`config.mk`:
```
export PLATFORM = sky130hd
export DESIGN_NAME = layer_priority_pixel_composer_top
export DESIGN_NICKNAME = d
export VERILOG_FILES = /design/src/design/lppc_pkg.sv /design/src/design/lppc_cfg_regs.sv /design/src/design/lppc_compose.sv /design/src/design/layer_priority_pixel_composer_top.sv
export VERILOG_INCLUDE_DIRS = /design/src /design/src/design
export SDC_FILE = /design/constraint.sdc
export NUM_CORES = 1
export LEC_CHECK = 0
export ABC_AREA = 1
export ABC_CLOCK_PERIOD_IN_PS = 7150
export CORE_ASPECT_RATIO = 1.5
export CORE_MARGIN = 1
export CORE_UTILIZATION = 55
export CTS_BUF_LIST = sky130_fd_sc_hd__clkbuf_16
export CTS_CLUSTER_DIAMETER = 40
export DETAILED_ROUTE_END_ITERATION = 7
export DONT_BUFFER_PORTS = 1
export PLACE_DENSITY = 0.81
export SLEW_MARGIN = 20
export SYNTH_ARGS = -nofsm -noshare
export SYNTH_HDL_FRONTEND = slang
export SYNTH_SLANG_ARGS = --single-unit
export TNS_END_PERCENT = 50
```
`constraint.sdc`:
```
create_clock -name clk -period 7.15 [get_ports clk]
set_clock_uncertainty 0.05 [all_clocks]
set_input_delay 1.0725 -clock clk [delete_from_list [all_inputs] [get_ports clk]]
set_output_delay 1.0725 -clock clk [all_outputs]
set_load 0.02 [all_outputs]
```
`src/design/layer_priority_pixel_composer_top_defines.svh`:
```
// Assertion macros shared by the composer RTL.
`ifndef LAYER_PRIORITY_PIXEL_COMPOSER_TOP_DEFINES_SVH
`define LAYER_PRIORITY_PIXEL_COMPOSER_TOP_DEFINES_SVH

// Same-cycle implication, checked on every rising edge outside of reset.
`define LPPC_ASSERT_NOW(label, ante, cons, msg) \
    label: assert property (@(posedge clk) disable iff (!rst_n) (ante) |-> (cons)) \
        else $error(msg);

// Next-cycle implication, checked on every rising edge outside of reset.
`define LPPC_ASSERT_NEXT(label, ante, cons, msg) \
    label: assert property (@(posedge clk) disable iff (!rst_n) (ante) |=> (cons)) \
        else $error(msg);

`endif

```
`src/design/lppc_pkg.sv`:
```
package lppc_pkg;

    localparam int NUM_LAYERS  = 4;
    localparam int CFG_DATA_W  = 32;
    localparam int CFG_INDEX_W = 3;
    localparam int COLOUR_W    = 16;
    localparam int POS_W       = 8;
    localparam int PRIO_W      = 2;

    localparam logic [COLOUR_W-1:0] TRANSPARENT_COLOUR = 16'h8000;
    localparam logic [PRIO_W-1:0]   LOWEST_PRIORITY    = 2'd3;

    typedef enum logic [CFG_INDEX_W-1:0] {
        REG_DISPLAY_CONTROL     = 3'd0,
        REG_WINDOW0_BOUNDS      = 3'd1,
        REG_WINDOW1_BOUNDS      = 3'd2,
        REG_WINDOW_INSIDE_MASKS = 3'd3,
        REG_WINDOW_OUTSIDE_MASK = 3'd4,
        REG_LAYER_PRIORITIES    = 3'd5,
        REG_BACKDROP_COLOUR     = 3'd6
    } cfg_index_t;

    typedef struct packed {
        logic [15:0] display_control;
        logic [31:0] window0_bounds;
        logic [31:0] window1_bounds;
        logic [15:0] window_inside_masks;
        logic [3:0]  window_outside_mask;
        logic [7:0]  layer_priorities;
        logic [15:0] backdrop_colour;
    } lppc_cfg_t;

    typedef struct packed {
        logic [POS_W-1:0]    pixel_x;
        logic [POS_W-1:0]    line_y;
        logic [COLOUR_W-1:0] layer0_pixel;
        logic [COLOUR_W-1:0] layer1_pixel;
        logic [COLOUR_W-1:0] layer2_pixel;
        logic [COLOUR_W-1:0] layer3_pixel;
        logic [COLOUR_W-1:0] sprite_pixel;
        logic [PRIO_W-1:0]   sprite_priority;
    } lppc_in_t;

    typedef struct packed {
        logic [POS_W-1:0]    out_x;
        logic [POS_W-1:0]    out_y;
        logic [COLOUR_W-1:0] out_colour;
    } lppc_out_t;

endpackage

```
`src/design/lppc_cfg_regs.sv`:
```
module lppc_cfg_regs
    import lppc_pkg::*;
(
    input  logic                   clk,
    input  logic                   rst_n,
    input  logic                   wr_en,
    input  logic [CFG_INDEX_W-1:0] wr_index,
    input  logic [CFG_DATA_W-1:0]  wr_data,
    output lppc_cfg_t              cfg
);

    lppc_cfg_t cfg_reg;
    lppc_cfg_t cfg_next;

    always_comb
    begin
        cfg_next = cfg_reg;
        if (wr_en)
        begin
            case (wr_index)
                REG_DISPLAY_CONTROL:     cfg_next.display_control     = wr_data[15:0];
                REG_WINDOW0_BOUNDS:      cfg_next.window0_bounds      = wr_data[31:0];
                REG_WINDOW1_BOUNDS:      cfg_next.window1_bounds      = wr_data[31:0];
                REG_WINDOW_INSIDE_MASKS: cfg_next.window_inside_masks = wr_data[15:0];
                REG_WINDOW_OUTSIDE_MASK: cfg_next.window_outside_mask = wr_data[3:0];
                REG_LAYER_PRIORITIES:    cfg_next.layer_priorities    = wr_data[7:0];
                REG_BACKDROP_COLOUR:     cfg_next.backdrop_colour     = wr_data[15:0];
                default:                 cfg_next = cfg_reg;
            endcase
        end
    end

    always_ff @(posedge clk or negedge rst_n)
    begin
        if (!rst_n)
        begin
            cfg_reg <= '0;
        end
        else
        begin
            cfg_reg <= cfg_next;
        end
    end

    assign cfg = cfg_reg;

endmodule

```
`src/design/lppc_compose.sv`:
```
module lppc_compose
    import lppc_pkg::*;
(
    input  lppc_cfg_t cfg,
    input  lppc_in_t  pix,
    output lppc_out_t result
);

    // Bounds are x1 < x <= x2 and y1 < y <= y2, so an inverted window is empty.
    function automatic logic in_window(input logic [31:0] bounds,
                                       input logic [POS_W-1:0] x,
                                       input logic [POS_W-1:0] y);
        logic [7:0] x1;
        logic [7:0] x2;
        logic [7:0] y1;
        logic [7:0] y2;
        x1 = bounds[31:24];
        x2 = bounds[23:16];
        y1 = bounds[15:8];
        y2 = bounds[7:0];
        return (x > x1) && (x <= x2) && (y > y1) && (y <= y2);
    endfunction

    logic [NUM_LAYERS-1:0] enabled;
    logic                  win0_hit;
    logic                  win1_hit;
    logic [COLOUR_W-1:0]   layer_pix [NUM_LAYERS];
    logic [PRIO_W-1:0]     best;
    logic [COLOUR_W-1:0]   colour;

    assign layer_pix[0] = pix.layer0_pixel;
    assign layer_pix[1] = pix.layer1_pixel;
    assign layer_pix[2] = pix.layer2_pixel;
    assign layer_pix[3] = pix.layer3_pixel;

    assign win0_hit = cfg.display_control[13]
                      && in_window(cfg.window0_bounds, pix.pixel_x, pix.line_y);
    assign win1_hit = cfg.display_control[14]
                      && in_window(cfg.window1_bounds, pix.pixel_x, pix.line_y);

    always_comb
    begin
        enabled = cfg.display_control[11:8];
        if (|cfg.display_control[15:13])
        begin
            if (win0_hit)
                enabled = enabled & cfg.window_inside_masks[3:0];
            else if (win1_hit)
                enabled = enabled & cfg.window_inside_masks[11:8];
            else
                enabled = enabled & cfg.window_outside_mask;
        end
    end

    // Scanning from the top layer down with <= lets the lower index win a tie.
    always_comb
    begin
        best   = LOWEST_PRIORITY;
        colour = cfg.backdrop_colour;
        for (int i = NUM_LAYERS - 1; i >= 0; i--)
        begin
            if (enabled[i] && (layer_pix[i] != TRANSPARENT_COLOUR)
                && (cfg.layer_priorities[2*i +: 2] <= best))
            begin
                best   = cfg.layer_priorities[2*i +: 2];
                colour = layer_pix[i];
            end
        end
        if (cfg.display_control[12] && (pix.sprite_pixel != TRANSPARENT_COLOUR)
            && (pix.sprite_priority <= best))
        begin
            colour = pix.sprite_pixel;
        end
    end

    assign result.out_x      = pix.pixel_x;
    assign result.out_y      = pix.line_y;
    assign result.out_colour = colour;

endmodule

```
`src/design/layer_priority_pixel_composer_top.sv`:
```
// Layer priority pixel composer.
// An accepted beat is held in the input register, then moves to the result register and out_valid.
// Throughput: one pixel per clock while out_stall is low, set by the input register feeding the result register.
// A stalled result holds while one more input beat is taken into the input register.
// Reset (rst_n low, asynchronous) empties both stages and clears the configuration to zero.
`include "layer_priority_pixel_composer_top_defines.svh"

module layer_priority_pixel_composer_top
    import lppc_pkg::*;
(
    input  logic                   clk,
    input  logic                   rst_n,
    input  logic                   wr_en,
    input  logic [CFG_INDEX_W-1:0] wr_index,
    input  logic [CFG_DATA_W-1:0]  wr_data,
    input  logic                   in_valid,
    output logic                   in_stall,
    input  lppc_in_t               in_data,
    output logic                   out_valid,
    input  logic                   out_stall,
    output lppc_out_t              out_data
);

    lppc_cfg_t cfg;
    lppc_out_t composed;

    logic      s1_valid_reg;
    logic      s1_valid_next;
    lppc_in_t  s1_data_reg;
    logic      out_valid_reg;
    logic      out_valid_next;
    lppc_out_t out_data_reg;

    logic      out_free;
    logic      in_take;

    lppc_cfg_regs u_cfg_regs (
        .clk      (clk),
        .rst_n    (rst_n),
        .wr_en    (wr_en),
        .wr_index (wr_index),
        .wr_data  (wr_data),
        .cfg      (cfg)
    );

    lppc_compose u_compose (
        .cfg    (cfg),
        .pix    (s1_data_reg),
        .result (composed)
    );

    assign out_free = !out_valid_reg || !out_stall;
    assign in_stall = s1_valid_reg && !out_free;
    assign in_take  = in_valid && !in_stall;

    always_comb
    begin
        s1_valid_next  = s1_valid_reg;
        if (in_take)
            s1_valid_next = 1'b1;
        else if (out_free)
            s1_valid_next = 1'b0;
        out_valid_next = out_free ? s1_valid_reg : out_valid_reg;
    end

    always_ff @(posedge clk or negedge rst_n)
    begin
        if (!rst_n)
        begin
            s1_valid_reg  <= 1'b0;
            out_valid_reg <= 1'b0;
        end
        else
        begin
            s1_valid_reg  <= s1_valid_next;
            out_valid_reg <= out_valid_next;
        end
    end

    always_ff @(posedge clk)
    begin
        if (in_take)
            s1_data_reg <= in_data;
        if (out_free && s1_valid_reg)
            out_data_reg <= composed;
    end

    assign out_valid = out_valid_reg;
    assign out_data  = out_data_reg;

    `LPPC_ASSERT_NOW(a_stall_needs_item, in_stall, s1_valid_reg && out_valid_reg,
        "input stalled without a held beat in both stages")
    `LPPC_ASSERT_NEXT(a_take_fills_s1, in_take, s1_valid_reg,
        "accepted beat did not reach the input register")
    `LPPC_ASSERT_NEXT(a_s1_moves_out, s1_valid_reg && out_free, out_valid_reg,
        "input register beat did not move to the result register")
    `LPPC_ASSERT_NEXT(a_full_holds, in_stall, s1_valid_reg && out_valid_reg,
        "a stalled pipeline lost a beat")

endmodule
```
-- After elaboration in Yosys (flattened, before gate mapping)
Index checks and enable logic that the tools add are counted.
- register bits after elaboration: 252
- memories kept: 0
- bits in writable memories: 0
- word-level logic and storage cells: 97
- input port bits: 138
- latch bits: 0
- output and inout bits: 34
- bits in read-only memories: 0
- multiplexer cells: 14
- eq/ne operators: 11
- $mul: 0
- shifts and indexed selects: 0
- bitwise gates (word level): 3
- reduce and logical (&&, ||, !) cells: 36
- add/subtract/negate cells: 0
- div/mod/pow operators: 0
- order comparisons: 13
- operator list (cell ; number):
    two-way mux 16 bit ; 5
    != test 16 bit (second input constant) ; 5
    greater-than comparator 8 bit ; 4
    <= comparator 8 bit ; 4
    logical AND 1 bit ; 21
    AND reduction 2 bit ; 7
    bitwise AND 4 bit ; 3
    two-way mux 4 bit ; 3
    == test 3 bit (second input constant) ; 3
    <= comparator 2 bit ; 4
    two-way mux 2 bit ; 4
    == test 3 x 2 -> 1 bit (second input constant) ; 2
    logical NOT 1 bit ; 4
    == test 3 x 1 -> 1 bit (second input constant) ; 1
    logical NOT 3 bit ; 1
    OR reduction 3 bit ; 1
    <= comparator 2 bit (second input constant) ; 1
    two-way mux 1 bit ; 2
    nonzero test 2 bit ; 1
    logical OR 1 bit ; 1

-- Logic depth before layout (Yosys ltp)
Gate-level depths: netlist of the first run.
- depth after elaboration: 23
- mapped depth: 53
- depth with buffers taken out: 50

-- Hierarchy
Synthesis of the first run repeated with hierarchy kept, for this count alone.
- cell total of the unflattened synthesis: 1401
- area, all modules: 12804.8 um^2
- modules (own cells, without submodules) (module ; cells each ; seq. area each (um^2) ; instances ; area an instance (um^2)):
    lppc_cfg_regs ; 549 ; 3103.0 ; 1 ; 4875.9
    layer_priority_pixel_composer_top ; 142 ; 3953.8 ; 1 ; 3998.8
    lppc_compose ; 710 ; 0.0 ; 1 ; 3930.0

-- Worst setup path after synthesis of the first run
No wires, ideal clock.
- path type: reg2reg
- from: reg s1_data_reg[97] (netlist name)
- to: reg out_data_reg, in the netlist out_data[10] (data pin)
- path buffers: 3
- path slack: 367 ps
- data required time: 6969 ps
- data arrival time: 6602 ps
- stages on the path, launching flop included: 48
- path through: edfxtp_1 -> ha_1 -> nand2_2 -> nor2_2 -> nand2_1 -> nand2_1 -> nor2_2 -> inv_2 -> nor2_2 -> nand2_1 -> nand2_1 -> nand3_2 -> nand2_4 -> nand2_4 -> or2_2 -> ha_1 -> or2_2 -> nor2_1 -> (+12 left out) -> ha_1 -> nand2_1 -> o21ai_0 -> nand2_1 -> a41oi_1 -> nand2_2 -> buf_2 -> nand2_1 -> o21ai_0 -> ha_1 -> a21oi_1 -> a21oi_1 -> nor2_1 -> nand2_1 -> inv_1 -> clkbuf_1 -> nand2_1 -> nand2_1
- RTL lines (element ; RTL line ; text):
    from (decl) ; layer_priority_pixel_composer_top.sv:29 ; lppc_in_t s1_data_reg;
    from (signal assigned) ; layer_priority_pixel_composer_top.sv:83 ; s1_data_reg <= in_data;
    to (signal assigned) ; layer_priority_pixel_composer_top.sv:85 ; out_data_reg <= composed;
    to (decl) ; layer_priority_pixel_composer_top.sv:32 ; lppc_out_t out_data_reg;

==> results of run 1 <==
cell families after synthesis:
group | Yosys count | synth area share, %
AO/OA/AOI/OAI | 168 | 7.51
flip-flops | 240 | 56.6
buffers and inverters | 239 | 8.11
AND/OR/NAND/NOR | 511 | 20.3
adder cells (fa/ha/maj) | 70 | 7.45
routing by layer:
metal	up-vias	part of all wire (%)	track usage, %
met5	-	0.046	0
met1	3929	35	27.4
li1	4061	-	-
met3	101	5.3	4.17
met2	330	53	47.4
met4	2	6.7	16.7
critical path: cells and delay by family, from the launching register on:
kind	cells	cell delay (ps)
adders and majority gates	5	1450
and+or+nand+nor	30	3040
buffers and inverters	6	750
DFF	1	540
AOI/OAI and AO/OA	6	710
per-stage QoR:
step | hold slack (ps) | setup TNS (ps) | cell area, sq um | util, %
after global placement | 386 | 0 | 12000 | 57.3
final | 190 | 0 | 13200 | 62.8
after floorplan | 376 | 0 | 11800 | -
after detailed placement | 388 | -2390 | 12000 | 57.3
after global routing | 168 | -873 | 13200 | 62.8
after CTS | 176 | 0 | 12900 | 61.6
timing repair:
item / CTS / global route
setup buffers: 3 / 11
pin swaps: 1 / 15
cloned: 1 / 2
gates resized for setup: 5 / 29
setup endpoints to repair: 16 / 16
layout by cell type (no fill, tap or decap), drive strengths merged, types with 27 or more instances in the layout:
master | netlist | layout
clkbuf | 22 | 27
inv | 197 | 204
nor2 | 42 | 42
ha | 70 | 70
o21ai | 130 | 130
buf | 11 | 28
dfrtp | 110 | 110
edfxtp | 130 | 130
nand3 | 81 | 81
nand2 | 352 | 352
worst max-delay path by stage:
stage | end | slack [ps] | cells after the start
floorplan | out_data[10] | 370 | 47
global placement | out_data[11] | 140 | 45
detailed placement | out_data[10] | -200 | 45
CTS | out_data[10] | 80 | 45
global route | out_data[10] | -100 | 47
finish | out_data[10] | 330 | 47
layout make-up:
class / count / area, sq um / area share, %
Clock buffer: 27 / 676 / 5.12
Clock inverter: 22 / 175 / 1.33
Inverter: 206 / 779 / 5.91
Multi-Input combinational cell: 749 / 4340 / 32.9
Sequential cell: 240 / 6660 / 50.5
Tap cell: 268 / 335 / 2.54
Timing Repair Buffer: 28 / 211 / 1.60
Timing Repair inverter: 1 / 7.51 / 0.0569
power groups by stage:
stage                     registers (mW)  clock network (mW)  logic [mW]
final                               1.87                1.31        1.09
after floorplan                     1.85                   0       0.759
after CTS                           1.87                1.33        1.02
after detailed placement            1.90                   0       0.994
after global placement              1.89                   0       0.934
after global routing                1.89                1.39        1.23
==> flow_results.xml, run 1 <==
<?xml version="1.0" encoding="UTF-8"?>
<metrics>
  <group name="run_status">
    <metric name="run_status" unit="">completed</metric>
  </group>
  <group name="floorplan">
    <metric name="initial_core_util" unit="%">56.0</metric>
    <metric name="core" unit="sq um">21000</metric>
    <metric name="die_height" unit="microns">181</metric>
    <metric name="io_pins" unit="">172</metric>
    <metric name="placementRows" unit="">65</metric>
    <metric name="dieArea" unit="sq um">22000</metric>
    <metric name="die_w" unit="microns">121</metric>
  </group>
  <group name="setup_path">
    <metric name="data_required_time_at_the_worst_endpoint" unit="ps">7360</metric>
    <metric name="crit_path_from" unit="">s1_data_reg[93]</metric>
    <metric name="r2r_setup_slack" unit="ps">330</metric>
    <metric name="r2r-start" unit="">s1_data_reg[93]</metric>
    <metric name="maximum_fanout_count_along_the_critical_path" unit="">17</metric>
    <metric name="arrival" unit="ps">7030</metric>
    <metric name="worst-setup-path-type" unit="">register to register</metric>
    <metric name="worst_r2r_endpoint" unit="">out_data[10]</metric>
    <metric name="worstSetupStartpointType" unit="">register</metric>
    <metric name="ff2ff_path_depth" unit="">47</metric>
    <metric name="cp-end-kind" unit="">register</metric>
    <metric name="crit_top_cell" unit="">nand2_1</metric>
    <metric name="timing.critical_path.slowest_stage_cell" unit="">edfxtp_1</metric>
    <metric name="cp_slowest_stage_delay" unit="ps">540</metric>
  </group>
  <group name="power">
    <metric name="comb_power_share" unit="%">25.5</metric>
    <metric name="power_switching_share" unit="%">33.8</metric>
    <metric name="worst_vdd_ir" unit="mV">0.227</metric>
    <metric name="seqPwrFrac" unit="%">43.8</metric>
    <metric name="p_int" unit="mW">2.83</metric>
    <metric name="power.switching" unit="mW">1.44</metric>
    <metric name="total_leakage_power" unit="nW">6.15</metric>
    <metric name="finalPower" unit="mW">4.27</metric>
    <metric name="power-per-cell-area" unit="nW/um^2">324</metric>
    <metric name="power_frac_clock" unit="%">30.7</metric>
  </group>
  <group name="placement">
    <metric name="dp_hpwl" unit="mm">20.4</metric>
    <metric name="place_congestion" unit="">0.938</metric>
    <metric name="placed_cells_incl_taps" unit="">1475</metric>
    <metric name="post-place-ws" unit="ps">-202</metric>
    <metric name="port-buffer-count" unit="">0</metric>
  </group>
  <group name="timing">
    <metric name="final_max_slew_viol_count" unit="">0</metric>
    <metric name="period_minus_slack" unit="ps">6820</metric>
    <metric name="finalSetupViolations" unit="">0</metric>
    <metric name="final.setup.worst_slack" unit="ps">327</metric>
    <metric name="maxClockFrequency" unit="MHz">147</metric>
    <metric name="slew-limit-headroom" unit="%">34.3</metric>
    <metric name="period_share" unit="%">95.4</metric>
    <metric name="finalHoldViolCount" unit="">0</metric>
    <metric name="tightestPinTransition" unit="ps">985</metric>
  </group>
  <group name="drt">
    <metric name="detail-route-antenna-nets" unit="">0</metric>
    <metric name="route.vias.total" unit="">8423</metric>
    <metric name="first_pass_iters" unit="">6</metric>
    <metric name="detailedRoute.firstIterationViolations" unit="">591</metric>
    <metric name="route.detailed.vias_per_inst" unit="">5.47</metric>
    <metric name="post_drt_wl_per_cell" unit="microns">18.5</metric>
    <metric name="postRouteWirelength" unit="mm">28.5</metric>
    <metric name="drc_errors" unit="">0</metric>
  </group>
  <group name="yosys">
    <metric name="post-synth-top-count-cell" unit="">nand2_1</metric>
    <metric name="biggest_area_consumer_among_synthesized_cells" unit="">edfxtp_1</metric>
    <metric name="synthesis.yosys.warnings" unit="">0</metric>
    <metric name="postSynth.topFlopCell" unit="">edfxtp_1</metric>
    <metric name="synth_top_cells_by_count" unit="">nand2_1, inv_1, edfxtp_1</metric>
    <metric name="netlist.area_leader.share" unit="%">33.2</metric>
    <metric name="postSynthCellCount" unit="">1228</metric>
    <metric name="synth_edf_count" unit="">130</metric>
    <metric name="post_synth_main_area_contributors" unit="">edfxtp_1, dfrtp_1, nand2_1, ha_1, inv_1</metric>
    <metric name="synthesis.area_per_instance" unit="sq um">9.57</metric>
    <metric name="synth_cell_types" unit="">42</metric>
    <metric name="post_synth_instance_area" unit="sq um">11800</metric>
    <metric name="ys_async_sr_fraction" unit="%">45.8</metric>
    <metric name="synth.yosys.seq_area_share" unit="%">56.6</metric>
    <metric name="syn-num-nets" unit="">1436</metric>
    <metric name="ys_seq_elements" unit="">240</metric>
  </group>
  <group name="clock_network">
    <metric name="tritoncts" unit="">yes</metric>
    <metric name="buffer_type_at_the_clock_tree_root" unit="">clkbuf_16</metric>
    <metric name="number_of_clock_buffers_inserted_by_tritoncts" unit="">27</metric>
    <metric name="max-clock-path-buffers" unit="">3</metric>
    <metric name="cts_hold_buf" unit="">0</metric>
    <metric name="clkSinkCount" unit="">240</metric>
    <metric name="htreeDepth" unit="">1</metric>
    <metric name="worstSkewPairLatency" unit="ps">530</metric>
    <metric name="cts.reportedPaths.clkPinSlew" unit="ps">60</metric>
  </group>
  <group name="cells_and_area">
    <metric name="layout.filler_cells" unit="">1642</metric>
    <metric name="areaGrowthSynthToFinish" unit="%">12.2</metric>
    <metric name="largest_reg_flops" unit="">108</metric>
    <metric name="antenna_cells" unit="">0</metric>
    <metric name="drive_gt1_share" unit="%">12.3</metric>
    <metric name="number_of_nets_at_the_end_of_the_flow" unit="">1461</metric>
    <metric name="final_cell_count_no_fill" unit="">1541</metric>
  </group>
  <group name="worst_hold_path">
    <metric name="hold_path_class" unit="">input port to async pin</metric>
  </group>
  <group name="job">
    <metric name="max_cap_violations" unit="">0</metric>
  </group>
  <group name="global_routing">
    <metric name="grt_start_max_net_pins" unit="">111</metric>
    <metric name="grt_pass1_wl" unit="mm">43.4</metric>
    <metric name="antenna_found_initial" unit="">1</metric>
    <metric name="grt_overflow_total" unit="">0</metric>
    <metric name="globalRouteTotalUtil" unit="%">26.1</metric>
    <metric name="first_global_vias" unit="">8419</metric>
  </group>
</metrics>
(Power assumes the default switching activity.)
==> inputs of run 2 (changes only) <==
Settings changed: CTS_CLUSTER_SIZE set to 8, MAX_ROUTING_LAYER set to met4.
==> run 2 against run 1 <==
Against the previous run: die area is the same; non-clock buffer count increased by 1; clock power grew 19%; combinational power is essentially flat; setup slack worse by 15 ps; design area grew 1.9%; final cell count grew 1.2%; register-to-register slack hardly changed; power up 5.9%; critical path depth did not move; worst hold slack gained 26 ps; critical path type unchanged; largest cell class unchanged.
==> flow_results.xml, run 2 (same netlist as run 1, synthesis figures left out) <==
<?xml version="1.0" encoding="UTF-8"?>
<metrics>
  <group name="run_status">
    <metric name="run_status" unit="">completed</metric>
  </group>
  <group name="timing">
    <metric name="final_total_negative_setup_slack" unit="ps">0</metric>
    <metric name="slew-limit-headroom" unit="%">34.1</metric>
    <metric name="period_minus_slack" unit="ps">6840</metric>
    <metric name="tightestPinTransition" unit="ps">988</metric>
    <metric name="finalHoldViolCount" unit="">0</metric>
    <metric name="period_share" unit="%">95.6</metric>
    <metric name="finalSetupViolations" unit="">0</metric>
    <metric name="final_max_slew_viol_count" unit="">0</metric>
    <metric name="maxClockFrequency" unit="MHz">146</metric>
  </group>
  <group name="floorplan">
    <metric name="dieArea" unit="sq um">22000</metric>
    <metric name="initial_core_util" unit="%">56.0</metric>
    <metric name="core" unit="sq um">21000</metric>
    <metric name="placementRows" unit="">65</metric>
    <metric name="die_w" unit="microns">121</metric>
    <metric name="die_height" unit="microns">181</metric>
    <metric name="io_pins" unit="">172</metric>
  </group>
  <group name="cells_and_area">
    <metric name="largest_reg_flops" unit="">108</metric>
    <metric name="number_of_nets_at_the_end_of_the_flow" unit="">1472</metric>
    <metric name="layout.filler_cells" unit="">1627</metric>
    <metric name="layout.cells.most_common_list" unit="">nand2_1, inv_1, edfxtp_1, o21ai_0, dfrtp_1</metric>
    <metric name="layout.cells.most_common" unit="">nand2_1</metric>
    <metric name="finish.utilization" unit="%">64.0</metric>
    <metric name="areaGrowthSynthToFinish" unit="%">14.2</metric>
    <metric name="drive_gt1_share" unit="%">12.2</metric>
  </group>
  <group name="global_routing">
    <metric name="grt_start_max_net_pins" unit="">111</metric>
    <metric name="grt_overflow_total" unit="">0</metric>
    <metric name="grt-busiest-layer" unit="">met2</metric>
    <metric name="grtUsageMet2" unit="%">47.8</metric>
    <metric name="globalRouteMet3Util" unit="%">4.96</metric>
    <metric name="globalRouteTotalUtil" unit="%">27.5</metric>
    <metric name="grt_pass1_wl" unit="mm">43.9</metric>
    <metric name="first_global_vias" unit="">8551</metric>
    <metric name="grtUsageMet1" unit="%">27.7</metric>
    <metric name="antenna_found_initial" unit="">2</metric>
  </group>
  <group name="setup_path">
    <metric name="crit_top_cell" unit="">nand2_1</metric>
    <metric name="data_required_time_at_the_worst_endpoint" unit="ps">7350</metric>
    <metric name="arrival" unit="ps">7040</metric>
    <metric name="cp_slowest_stage_delay" unit="ps">540</metric>
    <metric name="worst-setup-path-type" unit="">register to register</metric>
    <metric name="maximum_fanout_count_along_the_critical_path" unit="">17</metric>
    <metric name="timing.critical_path.slowest_stage_cell" unit="">edfxtp_1</metric>
    <metric name="cp-end-kind" unit="">register</metric>
    <metric name="ff2ff_path_depth" unit="">47</metric>
    <metric name="worstSetupStartpointType" unit="">register</metric>
  </group>
  <group name="drt">
    <metric name="detail-route-antenna-nets" unit="">0</metric>
    <metric name="postRouteWirelength" unit="mm">29.2</metric>
    <metric name="route.vias.total" unit="">8551</metric>
    <metric name="drc_errors" unit="">0</metric>
    <metric name="detailedRoute.firstIterationViolations" unit="">615</metric>
    <metric name="post_drt_wl_per_cell" unit="microns">18.7</metric>
    <metric name="route.detailed.vias_per_inst" unit="">5.48</metric>
    <metric name="first_pass_iters" unit="">5</metric>
  </group>
  <group name="job">
    <metric name="max_cap_violations" unit="">0</metric>
  </group>
  <group name="placement">
    <metric name="dp_hpwl" unit="mm">20.4</metric>
    <metric name="port-buffer-count" unit="">0</metric>
    <metric name="place_congestion" unit="">0.956</metric>
  </group>
  <group name="power">
    <metric name="worst_vdd_ir" unit="mV">0.239</metric>
    <metric name="power-per-cell-area" unit="nW/um^2">337</metric>
    <metric name="total_leakage_power" unit="nW">6.34</metric>
  </group>
  <group name="clock_network">
    <metric name="max-clock-path-buffers" unit="">3</metric>
    <metric name="tritoncts" unit="">yes</metric>
    <metric name="clkSinkCount" unit="">240</metric>
    <metric name="number_of_clock_buffers_inserted_by_tritoncts" unit="">37</metric>
    <metric name="htreeDepth" unit="">2</metric>
    <metric name="cts.reportedPaths.clkPinSlew" unit="ps">50</metric>
    <metric name="worstSkewPairLatency" unit="ps">510</metric>
    <metric name="cts_hold_buf" unit="">0</metric>
    <metric name="buffer_type_at_the_clock_tree_root" unit="">clkbuf_16</metric>
  </group>
  <group name="worst_hold_path">
    <metric name="hold_path_class" unit="">input port to async pin</metric>
  </group>
</metrics>
run 2: cell types whose count changed in the layout (fill, tap and decap cells not counted), moves of 2 or more:
cell and delta:
inv_1 +16, clkbuf_16 +11, clkinv_4 -4, clkinv_1 -3, inv_8 -3, buf_4 +2
clkinvlp_4 -2, diode_2 +2
run 2: stage by stage:
stage	hold WS, ps	instances	setup WS, ps	instance area (sq um)	total power, mW
floorplan	376	1228	367	11800	2.61
global placement	386	1475	139	12000	2.82
detailed placement	388	1475	-202	12000	2.89
CTS	194	1543	83.9	13100	4.48
global route	189	1560	-123	13400	4.77
finish	216	1560	312	13400	4.53
run 2: path summary, 6_finish.rpt:
path / endpoint / start / slack [ps]
setup / recovery: out_data[10] / s1_data_reg[93] / 310
hold / removal: u_cfg_regs.cfg[102] / rst_n / 220
setup reg to reg: out_data[10] / s1_data_reg[93] / 310
hold reg to reg: out_data[16] / s1_data_reg[82] / 400
max in group asynchronous: u_cfg_regs.cfg[16] / rst_n / 6630
min in group clk: out_data[16] / s1_data_reg[82] / 400
run 2: metal layers:
layer  share of wire, %  vias up
met5                  0        -
met4                6.7        0
met3                6.1      117
met2                 53      361
met1                 34     3979
li1                   -     4094
run 2: critical path, delay by kind of cell, from the launching register on:
kind | cells | cell delay [ps]
AOI/OAI and AO/OA | 6 | 710
adders and majority gates | 5 | 1450
buffers and inverters | 6 | 730
DFF | 1 | 540
and+or+nand+nor | 30 | 3080
run 2: layout make-up:
type | count | area [sq um] | area share (%)
tap | 268 | 335 | 2.50
inverter | 206 | 779 | 5.81
antenna | 2 | 5.00 | 0.0373
sequential | 240 | 6660 | 49.6
clock inverter | 27 | 134 | 0.997
timing repair buffer | 29 | 221 | 1.65
timing repair inverter | 1 | 7.51 | 0.0559
multi-input combinational | 749 | 4340 | 32.3
clock buffer | 38 | 951 | 7.08
run 2: repair_timing:
item / CTS / global route
gates cloned: 1 / 2
gates resized for setup: 5 / 28
pin swaps: 1 / 13
setup buffers: 2 / 13
endpoints found under the setup margin: 16 / 16
run 2: report_power, final:
group | switching [mW] | total (mW) | internal, mW
clock | 0.602 | 1.56 | 0.954
sequential | 0.170 | 1.88 | 1.71
combinational | 0.703 | 1.09 | 0.391
